--- src/hdl/spm_pkg.sv ---
// shared types and constants for the stream pattern matcher
package spm_pkg;

  localparam int LEN_W       = 4;
  localparam int PAT_BYTES   = 8;
  localparam int CFG_DATA_W  = 64;
  localparam int CFG_IDX_W   = 8;
  localparam int MATCH_W     = 16;
  localparam int BYTE_W      = 8;
  localparam int QUEUE_DEPTH = 4;

  localparam logic [CFG_IDX_W-1:0] CFG_PATTERN_LENGTH = CFG_IDX_W'(0);
  localparam logic [CFG_IDX_W-1:0] CFG_PATTERN_BYTES  = CFG_IDX_W'(1);

  localparam logic [LEN_W-1:0]      PATTERN_LENGTH_RESET = LEN_W'(1);
  localparam logic [CFG_DATA_W-1:0] PATTERN_BYTES_RESET  = '0;

  typedef struct packed {
    logic               push;
    logic [MATCH_W-1:0] match_start;
  } spm_push_t;

endpackage

--- src/hdl/spm_front.sv ---
// front end: takes text bytes, keeps the window and count, flags matches
module spm_front import spm_pkg::*; #(
  parameter int PATTERN_MAX = 8,
  parameter int TEXT_MAX    = 65536
) (
  input  logic                  clk,
  input  logic                  rst,
  input  logic                  in_valid,
  output logic                  in_stall,
  input  logic [BYTE_W-1:0]     text_byte,
  input  logic                  text_start,
  input  logic [LEN_W-1:0]      pattern_length,
  input  logic [CFG_DATA_W-1:0] pattern_bytes,
  input  logic                  queue_full,
  output spm_push_t             push
);

  localparam int LW = $clog2(PATTERN_MAX + 1);
  localparam int IW = (PATTERN_MAX > 1) ? $clog2(PATTERN_MAX) : 1;
  localparam int CW = $clog2(TEXT_MAX + 1);

  logic [BYTE_W-1:0] window [PATTERN_MAX];
  logic [BYTE_W-1:0] window_next [PATTERN_MAX];
  logic [BYTE_W-1:0] pat_arr [PATTERN_MAX];
  logic [CW-1:0]     seen;
  logic [CW-1:0]     seen_base;
  logic [CW-1:0]     seen_plus;
  logic [LW-1:0]     eff_len;
  logic [IW-1:0]     pat_idx;
  logic [31:0]       start_diff;
  logic              accept;
  logic              saturated;
  logic              too_short;
  logic              hit;

  // pattern bytes beyond the packed register compare against zero
  for (genvar j = 0; j < PATTERN_MAX; j++) begin : g_pat
    if (j < PAT_BYTES) begin : g_in
      assign pat_arr[j] = pattern_bytes[BYTE_W*j +: BYTE_W];
    end else begin : g_zero
      assign pat_arr[j] = '0;
    end
  end

  assign in_stall = queue_full;
  assign accept   = in_valid & ~queue_full;

  always_comb begin
    if (pattern_length == '0) begin
      eff_len = LW'(1);
    end else if (int'(pattern_length) > PATTERN_MAX) begin
      eff_len = LW'(PATTERN_MAX);
    end else begin
      eff_len = LW'(pattern_length);
    end
  end

  always_comb begin
    seen_base = text_start ? '0 : seen;
    for (int i = 0; i < PATTERN_MAX; i++) begin
      if (i == 0) begin
        window_next[i] = text_byte;
      end else begin
        window_next[i] = text_start ? '0 : window[i-1];
      end
    end
    saturated  = seen_base >= CW'(TEXT_MAX);
    seen_plus  = seen_base + CW'(1);
    too_short  = 32'(seen_plus) < 32'(eff_len);
    start_diff = 32'(seen_plus) - 32'(eff_len);
    // newest byte sits in slot 0 and lines up with the last pattern byte
    hit     = 1'b1;
    pat_idx = '0;
    for (int i = 0; i < PATTERN_MAX; i++) begin
      if (LW'(i) < eff_len) begin
        pat_idx = IW'(eff_len - LW'(1) - LW'(i));
        if (window_next[i] != pat_arr[pat_idx]) begin
          hit = 1'b0;
        end
      end
    end
    push.push        = accept & ~saturated & ~too_short & hit;
    push.match_start = start_diff[MATCH_W-1:0];
  end

  always_ff @(posedge clk) begin
    if (rst) begin
      seen <= '0;
      for (int i = 0; i < PATTERN_MAX; i++) begin
        window[i] <= '0;
      end
    end else if (accept) begin
      for (int i = 0; i < PATTERN_MAX; i++) begin
        window[i] <= window_next[i];
      end
      seen <= saturated ? seen_base : seen_plus;
    end
  end

endmodule

--- src/hdl/spm_queue.sv ---
// back end: short queue of match positions feeding the output channel
module spm_queue import spm_pkg::*; (
  input  logic               clk,
  input  logic               rst,
  input  spm_push_t          push,
  output logic               queue_full,
  output logic               out_valid,
  input  logic               out_stall,
  output logic [MATCH_W-1:0] match_start
);

  localparam int QPW = $clog2(QUEUE_DEPTH);
  localparam int QCW = $clog2(QUEUE_DEPTH + 1);

  logic [MATCH_W-1:0] mem [QUEUE_DEPTH];
  logic [QPW-1:0]     wr_ptr;
  logic [QPW-1:0]     rd_ptr;
  logic [QCW-1:0]     count;
  logic               pop;

  assign queue_full  = count == QCW'(QUEUE_DEPTH);
  assign out_valid   = count != '0;
  assign match_start = mem[rd_ptr];
  assign pop         = out_valid & ~out_stall;

  always_ff @(posedge clk) begin
    if (push.push) begin
      mem[wr_ptr] <= push.match_start;
    end
  end

  always_ff @(posedge clk) begin
    if (rst) begin
      wr_ptr <= '0;
      rd_ptr <= '0;
      count  <= '0;
    end else begin
      if (push.push) begin
        wr_ptr <= wr_ptr + QPW'(1);
      end
      if (pop) begin
        rd_ptr <= rd_ptr + QPW'(1);
      end
      if (push.push && !pop) begin
        count <= count + QCW'(1);
      end else if (pop && !push.push) begin
        count <= count - QCW'(1);
      end
    end
  end

endmodule

--- src/hdl/stream_pattern_match_positions_top.sv ---
// stream pattern matcher: window compare front end, match queue back end
// a match enters the queue when its last byte is taken; out_valid follows the registered queue count
// throughput: one text byte per cycle while in_stall is low; the window compare is combinational
// in_stall rises only while the four-entry match queue is full
// reset clears window, byte count and queue; pattern_length goes to 1, pattern to 0
module stream_pattern_match_positions_top import spm_pkg::*; #(
  parameter int PATTERN_MAX = 8,
  parameter int TEXT_MAX    = 65536
) (
  input  logic                  clk,
  input  logic                  rst,
  input  logic                  in_valid,
  output logic                  in_stall,
  input  logic [BYTE_W-1:0]     text_byte,
  input  logic                  text_start,
  output logic                  out_valid,
  input  logic                  out_stall,
  output logic [MATCH_W-1:0]    match_start,
  input  logic                  cfg_valid,
  output logic                  cfg_ready,
  input  logic [CFG_IDX_W-1:0]  cfg_index,
  input  logic [CFG_DATA_W-1:0] cfg_data
);

  logic [LEN_W-1:0]      pattern_length;
  logic [CFG_DATA_W-1:0] pattern_bytes;
  logic                  queue_full;
  spm_push_t             push;

  assign cfg_ready = 1'b1;

  always_ff @(posedge clk) begin
    if (rst) begin
      pattern_length <= PATTERN_LENGTH_RESET;
      pattern_bytes  <= PATTERN_BYTES_RESET;
    end else if (cfg_valid && cfg_ready) begin
      case (cfg_index)
        CFG_PATTERN_LENGTH: pattern_length <= cfg_data[LEN_W-1:0];
        CFG_PATTERN_BYTES:  pattern_bytes  <= cfg_data;
        default: ;
      endcase
    end
  end

  spm_front #(
    .PATTERN_MAX(PATTERN_MAX),
    .TEXT_MAX   (TEXT_MAX)
  ) u_front (
    .clk           (clk),
    .rst           (rst),
    .in_valid      (in_valid),
    .in_stall      (in_stall),
    .text_byte     (text_byte),
    .text_start    (text_start),
    .pattern_length(pattern_length),
    .pattern_bytes (pattern_bytes),
    .queue_full    (queue_full),
    .push          (push)
  );

  spm_queue u_queue (
    .clk        (clk),
    .rst        (rst),
    .push       (push),
    .queue_full (queue_full),
    .out_valid  (out_valid),
    .out_stall  (out_stall),
    .match_start(match_start)
  );

endmodule
--- config.mk ---
export PLATFORM = sky130hd
export DESIGN_NAME = stream_pattern_match_positions_top
export DESIGN_NICKNAME = d
export VERILOG_FILES = /design/src/hdl/spm_pkg.sv /design/src/hdl/spm_front.sv /design/src/hdl/spm_queue.sv /design/src/hdl/stream_pattern_match_positions_top.sv
export SDC_FILE = /design/constraint.sdc
export NUM_CORES = 1
export LEC_CHECK = 0
export BUFFER_PORTS_ARGS = -buffer_cell sky130_fd_sc_hd__buf_2
export CAP_MARGIN = 20
export CORE_MARGIN = 8
export CORE_UTILIZATION = 50
export DETAILED_ROUTE_END_ITERATION = 16
export PLACE_DENSITY = 0.68
export SETUP_SLACK_MARGIN = 0.1
export SYNTH_ARGS = -nofsm -noshare
export SYNTH_HDL_FRONTEND = slang
export SYNTH_SLANG_ARGS = --single-unit
--- constraint.sdc ---
create_clock -name clk -period 5.8 [get_ports clk]
set_input_delay 0 -clock clk [delete_from_list [all_inputs] [get_ports clk]]
set_output_delay 0 -clock clk [all_outputs]
set_load 0.05 [all_outputs]
## Word-level counts from Yosys, hierarchy flattened

Memories as Yosys holds them, arrays and structs flattened. A register that Yosys moved wholly into a read port is not among the register bits.
Index checks and enable logic that the tools add are counted.

| cells by class | value |
|---|---|
| add/sub/neg operators | 14 |
| $lt $le $gt $ge | 19 |
| eq/ne operators | 10 |
| multiplexer cells | 70 |
| bitwise operators | 25 |
| reductions and logical operators | 10 |

Operators with widths:

| operator | count |
|---|---|
| 8-bit two-way mux | 31 |
| 8-bit binary-select mux with 3-bit select | 8 |
| 8-bit inequality test | 8 |
| 17-bit two-way mux | 2 |
| 4-bit >= comparator (second input constant) | 8 |
| 3-bit inverter with 4-bit output | 8 |
| 1-bit two-way mux | 23 |
| 17-bit by 1-bit adder with 17-bit output (second input constant) | 1 |
| 17-bit >= comparator (second input constant) | 1 |
| 17-bit by 4-bit less-than comparator with 1-bit output | 1 |
| 3-bit by 4-bit less-than comparator with 1-bit output (first input constant) | 4 |
| 16-bit by 4-bit subtractor with 16-bit output | 1 |
| 3-bit subtractor (second input constant) | 4 |
| 3-bit by 1-bit subtractor with 3-bit output (second input constant) | 3 |
| 8-bit by 1-bit equality test with 1-bit output (second input constant) | 1 |
| 8-bit zero test | 1 |
| 1-bit by 4-bit less-than comparator with 1-bit output (first input constant) | 2 |
| 2-bit by 4-bit less-than comparator with 1-bit output (first input constant) | 2 |
| 4-bit two-way mux | 2 |
| 1-bit bitwise OR | 8 |
| 3-bit two-way mux | 2 |
| 3-bit by 2-bit subtractor with 3-bit output (second input constant) | 2 |
| 1-bit AND | 5 |
| 2-bit by 1-bit adder with 2-bit output (second input constant) | 2 |
| 11 further kinds | 18 |

| storage, ports and cells | value |
|---|---|
| flip-flop bits (word level) | 92 |
| memory bits (writable) | 128 |
| input bits | 86 |
| logic and storage cells | 156 |
| memories kept | 2 |

Memory list:

| name | depth | bits a word | rd ports | clocked after memory_dff | wr ports | line | RTL |
|---|---|---|---|---|---|---|---|
| u_front.window | 8 | 8 | 7 | 0 | 8 | spm_front.sv:22 | `logic [BYTE_W-1:0] window [PATTERN_MAX];` |
| u_queue.mem | 4 | 16 | 1 | 1 | 1 | spm_queue.sv:15 | `logic [MATCH_W-1:0] mem [QUEUE_DEPTH];` |

## Depth between registers and ports, before layout

Gate-level depths: netlist (run 1).

| logic depth | value |
|---|---|
| depth after elaboration | 30 |
| gate-level depth with buffers | 24 |

## Modules after synthesis

Synthesis (run 1) repeated with hierarchy kept, for this count alone.

| unflattened totals | value |
|---|---|
| cells, all modules | 1,327 |
| area total of the unflattened synthesis | 14,094.8 sq um |

Modules (own cells, without submodules):

| module | instances | cells each | area each (sq um) |
|---|---|---|---|
| spm_front | 1 | 898 | 8,181.6 |
| stream_pattern_match_positions_top | 1 | 298 | 3,120.5 |
| spm_queue | 1 | 131 | 2,792.7 |

## Least setup slack after synthesis (run 1)

No wires, ideal clock.

| path | value |
|---|---|
| kind | register -> register |
| start | register pattern_length[2] |
| end | register u_queue.count[2] |
| setup time | 70 ps |
| data arrival time | 5,116 ps |
| required time | 5,730 ps |
| path slack | 614 ps |
| stages on the path, launching flop included | 25 |
| buffers on the path | 4 |
| cells stage by stage | dfxtp_1 > buf_4 > o21ba_2 > nor2_8 > inv_2 > buf_2 > buf_2 > ha_1 > inv_1 > xnor2_4 > buf_6 > mux2i_1 > mux4_2 > or3b_1 > o211ai_2 > nand4_1 > o21ai_1 > nand4_1 > a21oi_4 > ha_1 > inv_1 > fa_1 > xor2_1 > or3_1 > a21oi_1 |

RTL lines:

| item | line | RTL |
|---|---|---|
| start, declared | stream_pattern_match_positions_top.sv:25 | `logic [LEN_W-1:0] pattern_length;` |
| start signal, assigned | stream_pattern_match_positions_top.sv:38 | `CFG_PATTERN_LENGTH: pattern_length <= cfg_data[LEN_W-1:0];` |
| end signal, assigned | spm_queue.sv:45 | `count <= count + QCW'(1);` |
| end signal, assigned | spm_queue.sv:47 | `count <= count - QCW'(1);` |
| end, declared | spm_queue.sv:18 | `logic [QCW-1:0] count;` |

==> impl_metrics.env, run 1 <==
export IMPL_finalMaxSlewViolations=0
export IMPL_ys_seq_elements=214
export IMPL_start_util=0.5085
export IMPL_place_congestion=1.011
export IMPL_vias_per_cell=6.195
export IMPL_synth_cell_type_count=84
export IMPL_antenna_found_initial=1
export IMPL_ant_nets=0
export IMPL_drive_gt1_frac=0.1857
export IMPL_routedWlPerCell_um=22.50
export IMPL_io_pins=105
export IMPL_clock_path_buffers=3
export IMPL_crit_reg2reg_launch="pattern_length[3]"
export IMPL_dieArea_um2=32970
export IMPL_avgSynthCellArea_um2=10.15
export IMPL_routed_wl_um=41990
export IMPL_muxShareOfSynthArea=0.1998
export IMPL_path_clk_slew_ns=0.06
export IMPL_cp_end_kind="flip-flop"
export IMPL_ys_seq_area_frac=0.4002
export IMPL_hold_viol=0
export IMPL_grt_pass1_wl_um=64670
export IMPL_worst_pin_slew_ns=1.131
export IMPL_post_route_util=0.5973
export IMPL_setup_violations=0
export IMPL_dpl_hpwl_um=30210
export IMPL_leakage_nw=5.928
export IMPL_numCtsBuffers=24
export IMPL_ys_warn_count=0
export IMPL_synth_xor_area_share=0.05112
export IMPL_clock_latency_ns=0.54
export IMPL_areaGrowthSynthToFinish_pct=17.45
export IMPL_crit_path_start="pattern_length[3]"
export IMPL_dp_slack_ns=0.2949
export IMPL_num_rows=60
export IMPL_maxCapViolCount=0
export IMPL_vias=11560
export IMPL_syn_area_um2=13710
export IMPL_cp_max_fo=18
export IMPL_drcViolationCount=0
export IMPL_tritoncts="yes"
export IMPL_yosys_area_share_simple=0.1798
export IMPL_synth_edf_count=120
export IMPL_yosys_area_share_adder=0.01479
export IMPL_fin_ws_ns=0.5074
export IMPL_synth_cells=1350
export IMPL_first_iter_violations=1014
export IMPL_setup_tns_final_ns=0
export IMPL_synth_fp_nets=1451
export IMPL_arrival_ns=5.76
export IMPL_hp_class="input port to flip-flop"
export IMPL_worstSetupPathType="flip-flop to flip-flop"
export IMPL_synth_compound_area_frac=0.1146
export IMPL_period_minus_slack_ns=5.293
export IMPL_outcome="finished, final reports clean"
export IMPL_grt_max_degree=94
export IMPL_critPathLaunchType="flip-flop"
export IMPL_coreArea_um2=26950
export IMPL_fin_crit_sh=0.9125
export IMPL_p_per_area_nw_per_um2=241.9
export IMPL_synth_top_family_by_area="multiplexers"
export IMPL_grt_pass1_vias=10994
export IMPL_max_freq_ghz=0.1889
export IMPL_die_height_um=181.6
export IMPL_first_pass_iters=6
export IMPL_clock_sinks=214
export IMPL_die_w_um=181.6
export IMPL_port_buffer_count=103
export IMPL_max_vdd_ir_drop_uv=187.1
export IMPL_rsz0062_at_grt="false"
export IMPL_fin_nets=1608
export IMPL_cp_required_ns=6.27
export IMPL_grt_usage=0.2463
export IMPL_relSlewSlack=0.2359
export IMPL_hp_start="text_start"
export IMPL_synth_main_ff_cell="edfxtp_1"
export IMPL_async_reset_ff_frac=0
export IMPL_cts_root_buf="clkbuf_16"
export IMPL_power_mw=3.894
export IMPL_overflow=0
export IMPL_htreeDepth=1
export IMPL_fin_skew_ns=0.02474
-- registers in the layout, indices dropped and copies added, names as in the netlist, named ones only --
| name | flops |
|---|---|
| u_queue.count | 3 |
| u_queue.wr_ptr | 2 |
| u_front.seen | 17 |
| u_queue.rd_ptr | 2 |
| pattern_bytes | 64 |
| u_front.window | 56 |
| u_queue.mem | 64 |
| pattern_length | 4 |
-- critical path: stages (launching register included) --
cell     delay (ns)
dfxtp_1        0.46
buf_4          0.31
nor2b_4        0.10
buf_4          0.21
xnor2_4        0.48
buf_4          0.33
mux2i_1        0.11
mux4_2         0.55
xnor2_1        0.16
nor4b_1        0.27
o22ai_1        0.18
o32ai_1        0.24
nand3_1        0.15
a21oi_4        0.31
ha_1           0.24
inv_1          0.07
fa_1           0.43
xor2_1         0.16
or3_1          0.30
a21oi_1        0.14
-- routing by layer --
metal,part of all wire,up-vias,global-route usage
met4,0.051,0,0.1171
met2,0.46,525,0.3949
met3,0.070,137,0.03313
met1,0.41,5581,0.3258
li1,-,5317,-
met5,0,-,0
-- synthesized netlist by cell type (all sizes together), types with 16 or more instances --
| cell | instances | area share |
|---|---|---|
| o211ai | 20 | 0.011 |
| edfxtp | 120 | 0.26 |
| xnor2 | 51 | 0.035 |
| mux4 | 64 | 0.11 |
| nand2 | 184 | 0.050 |
| clkbuf | 56 | 0.015 |
| dfxtp | 94 | 0.14 |
| nor2 | 93 | 0.027 |
| nor2b | 24 | 0.012 |
| xor2 | 26 | 0.017 |
| nand3 | 19 | 0.0069 |
| and3 | 40 | 0.018 |
| o21ai | 34 | 0.012 |
| nand2b | 16 | 0.0075 |
| buf | 34 | 0.017 |
| inv | 26 | 0.0071 |
| mux2i | 115 | 0.084 |
| and2 | 27 | 0.012 |
| a21oi | 95 | 0.036 |
| nor3 | 20 | 0.0073 |
-- layout by cell type, fill, tap and decap left out, types with 32 or more instances in the layout --
| cell type | count |
|---|---|
| and3_1 | 40 |
| buf_2 | 103 |
| o21ai_0 | 32 |
| buf_4 | 37 |
| nor2_1 | 91 |
| edfxtp_1 | 120 |
| a21oi_1 | 94 |
| dlygate4sd3_1 | 75 |
| xnor2_1 | 49 |
| dfxtp_1 | 94 |
| mux4_2 | 64 |
| mux2i_1 | 115 |
| nand2_1 | 183 |
-- area by class of cell --
cell class,instances,area [um^2]
sequential,214,5485
tap,341,426.7
timing repair buffer,220,1652
fill,2171,10850
clock inverter,15,102.6
multi-input combinational,1021,7716
inverter,26,97.59
clock buffer,28,615.6
antenna,1,2.502
-- metrics by stage --
stage	std cells	hold slack (ns)	area, um^2
after floorplan	1350	0.1179	13710
after global routing	1866	0.1273	16100
after global placement	1736	0.2387	14480
after detailed placement	1738	0.2462	14530
final	1866	0.09110	16100
after CTS	1856	0.06198	15990
-- power breakdown --
group | leakage (nW) | internal [mW] | total, mW | switching [mW]
clock network | 0.349 | 0.766 | 1.38 | 0.615
registers | 1.96 | 1.73 | 1.83 | 0.105
logic | 3.62 | 0.266 | 0.682 | 0.416
-- repair_timing --
| action | CTS | global route |
|---|---|---|
| hold endpoints to repair | 81 | 0 |
| hold buffers | 75 | 0 |
| endpoints found under the setup margin | 0 | 1 |
| setup buffers | 0 | 7 |
| resized for setup | 0 | 0 |
-- logic make-up (layout without fill, tap and decap cells) --
group	count (synthesis)	after routing
xor+xnor	77	78
buf+inv	116	289
simple gates	493	493
mux	192	192
fa+ha+maj	15	15
other cells	1	2
compound gates	242	242
flops	214	214
-- path summary, 6_finish.rpt --
check                           to  depth (start not counted)  slack (ns)
setup / recovery  u_queue.count[2]                         19        0.51
hold / removal    u_front.seen[13]                          3        0.09
setup reg to reg  u_queue.count[2]                         19        0.51
hold reg to reg   u_front.seen[12]                          2        0.50
Note: power is estimated with default switching activity, not from simulation.
==> run 2: changes to the inputs <==
CORE_UTILIZATION = 61   (was 50)
HOLD_SLACK_MARGIN = 0.06   (was default)
PLACE_DENSITY = 0.81   (was 0.68)
clock period = 5.9 ns   (was 5.8 ns; I/O delays follow)
==> run 2 against run 1 <==
Compared with the run above: first-iteration DRC count is 16% higher; hold slack improved by 0.088 ns; sequential share of layout area rose by 0.30 points; highest routed layer unchanged; utilization rose by 12 points; final cell count shrank 3.8%; via count up 1.8%; clock-buffer cell count increased by 9; sequential cell count unchanged; largest power group unchanged; register-to-register slack improved by 0.14 ns; largest cell class unchanged; design area down 0.88%.
==> impl_metrics.env, run 2 (same netlist as run 1, synthesis figures left out) <==
export IMPL_coreArea_um2=22370
export IMPL_die_w_um=165.9
export IMPL_seqCellArea_um2=5485
export IMPL_vias_per_cell=6.551
export IMPL_fin_crit_sh=0.8903
export IMPL_clock_sinks=214
export IMPL_rsz0062_at_grt="false"
export IMPL_multiInputGateArea_um2=7700
export IMPL_p_sw_frac=0.2839
export IMPL_first_iter_violations=1177
export IMPL_hold_viol=0
export IMPL_cp_end_kind="flip-flop"
export IMPL_worstReg2RegEnd="u_queue.count[2]"
export IMPL_intPower_mw=2.774
export IMPL_num_rows=55
export IMPL_place_congestion=1.009
export IMPL_die_height_um=165.9
export IMPL_cp_required_ns=6.35
export IMPL_grt_pass1_wl_um=64850
export IMPL_fin_nets=1594
export IMPL_fin_ws_ns=0.6472
export IMPL_antenna_found_initial=1
export IMPL_final_cell_mix="nand2_1 (183), edfxtp_1 (120), mux2i_1 (115), buf_2 (103)"
export IMPL_hold_end="u_front.seen[11]"
export IMPL_setup_tns_final_ns=0
export IMPL_reg2reg_depth=19
export IMPL_grt_pass1_vias=11395
export IMPL_finalMaxSlewViolations=0
export IMPL_max_freq_ghz=0.1904
export IMPL_fin_skew_ns=0.02261
export IMPL_drcViolationCount=0
export IMPL_overflow=0
export IMPL_switching_power_mw=1.099
export IMPL_period_minus_slack_ns=5.253
export IMPL_critPathLaunchType="flip-flop"
export IMPL_leakage_nw=5.882
export IMPL_dp_slack_ns=0.3363
export IMPL_relSlewSlack=0.2846
export IMPL_cp_max_fo=31
export IMPL_hp_start="rst"
export IMPL_hp_class="input port to flip-flop"
export IMPL_drive_gt1_frac=0.1795
export IMPL_routedWlPerCell_um=23.46
export IMPL_ant_nets=0
export IMPL_cts_resized=0
export IMPL_routed_wl_um=42140
export IMPL_p_seq_frac=0.464
export IMPL_path_clk_slew_ns=0.06
export IMPL_reg_top3="pattern_bytes (64), u_queue.mem (64), u_front.window (56)"
export IMPL_numCtsBuffers=23
export IMPL_worstSetupPathType="flip-flop to flip-flop"
export IMPL_fillCellCount=1568
export IMPL_htreeDepth=1
export IMPL_hold_depth=3
export IMPL_dpl_hpwl_um=29270
export IMPL_worst_pin_slew_ns=1.059
export IMPL_dieArea_um2=27520
export IMPL_max_vdd_ir_drop_uv=212.1
export IMPL_p_per_area_nw_per_um2=242.7
export IMPL_first_pass_iters=5
export IMPL_io_pins=105
export IMPL_areaGrowthSynthToFinish_pct=16.42
export IMPL_maxCapViolCount=0
export IMPL_crit_reg2reg_launch="pattern_length[3]"
export IMPL_grt_usage=0.2948
export IMPL_setup_violations=0
export IMPL_layout_commonest_cell="nand2_1"
export IMPL_regToRegSetupSlack_ns=0.65
export IMPL_power_frac_clock=0.366
export IMPL_grt_max_degree=94
export IMPL_combPwrFrac=0.170
export IMPL_clock_path_buffers=3
export IMPL_cts_root_buf="clkbuf_16"
export IMPL_start_util=0.6128
export IMPL_outcome="finished, final reports clean"
export IMPL_port_buffer_count=103
export IMPL_vias=11765
export IMPL_clock_latency_ns=0.53
export IMPL_tritoncts="yes"
export IMPL_arrival_ns=5.71
export IMPL_post_route_util=0.7135
## run 2: critical path, cell delays in order, from the launching register on
cell and delay [ns]:
dfxtp_1 0.46, nand2b_2 0.18, buf_4 0.39, inv_2 0.24, buf_12 0.24, mux2i_1 0.15, mux4_2 0.60, nor4bb_1 0.31
a21oi_1 0.07, o21ai_0 0.20, nand4_1 0.19, a2111oi_0 0.32, nand3_1 0.18, a21oi_4 0.27, ha_1 0.24, inv_1 0.07
fa_1 0.42, xor2_1 0.16, or3_1 0.30, a21oi_1 0.14
## run 2: metrics by stage
step / instances / hold slack, ns / total power, mW / cell area [um^2]
finish: 1796 / 0.1795 / 3.873 / 15960
CTS: 1787 / 0.1763 / 3.854 / 15820
global route: 1796 / 0.2304 / 4.007 / 15960
detailed placement: 1669 / 0.2383 / 2.422 / 14330
global placement: 1669 / 0.2398 / 2.407 / 14330
floorplan: 1350 / 0.1179 / 2.230 / 13710
## run 2: worst max-delay path by stage
stage                             endpoint  slack [ns]         startpoint
after floorplan           u_queue.count[2]        0.71  pattern_length[2]
after global placement    u_queue.count[2]        0.42  pattern_length[1]
after detailed placement  u_queue.count[2]        0.34  pattern_length[1]
after CTS                 u_queue.count[2]        0.30  pattern_length[1]
after global routing      u_queue.count[2]        0.26  pattern_length[3]
final                     u_queue.count[2]        0.65  pattern_length[3]
## run 2: final cells by class
class                   instances  area share
diodes                          1   0.0001568
clock buffers                  37     0.04399
clock inverters                 5    0.002274
inverters                      26    0.006116
multi-input cells            1020      0.4826
flip-flops and latches        214      0.3438
well taps                     285     0.02235
repair buffers                208     0.09880
## run 2: power by group through the flow
stage / Clock, mW / Combinational, mW / Sequential [mW]
2_1_floorplan: 0 / 0.453 / 1.78
3_3_place_gp: 0 / 0.578 / 1.83
3_5_place_dp: 0 / 0.590 / 1.83
4_1_cts: 1.42 / 0.634 / 1.80
5_1_grt: 1.49 / 0.710 / 1.81
6_report: 1.42 / 0.660 / 1.80
## run 2: timing repair
item / in CTS / in global routing
buffers inserted: 0 / 4
hold buffers: 76 / 0
endpoints found under the hold margin: 84 / 0
setup endpoints to repair: 0 / 1
## run 2: metal layers
layer	vias up	routed length, um	GRT usage
met1	5676	15960	0.3574
met3	147	3669	0.05776
li1	5297	-	-
met2	645	20060	0.4925
met5	-	0	0
met4	0	2461	0.1549
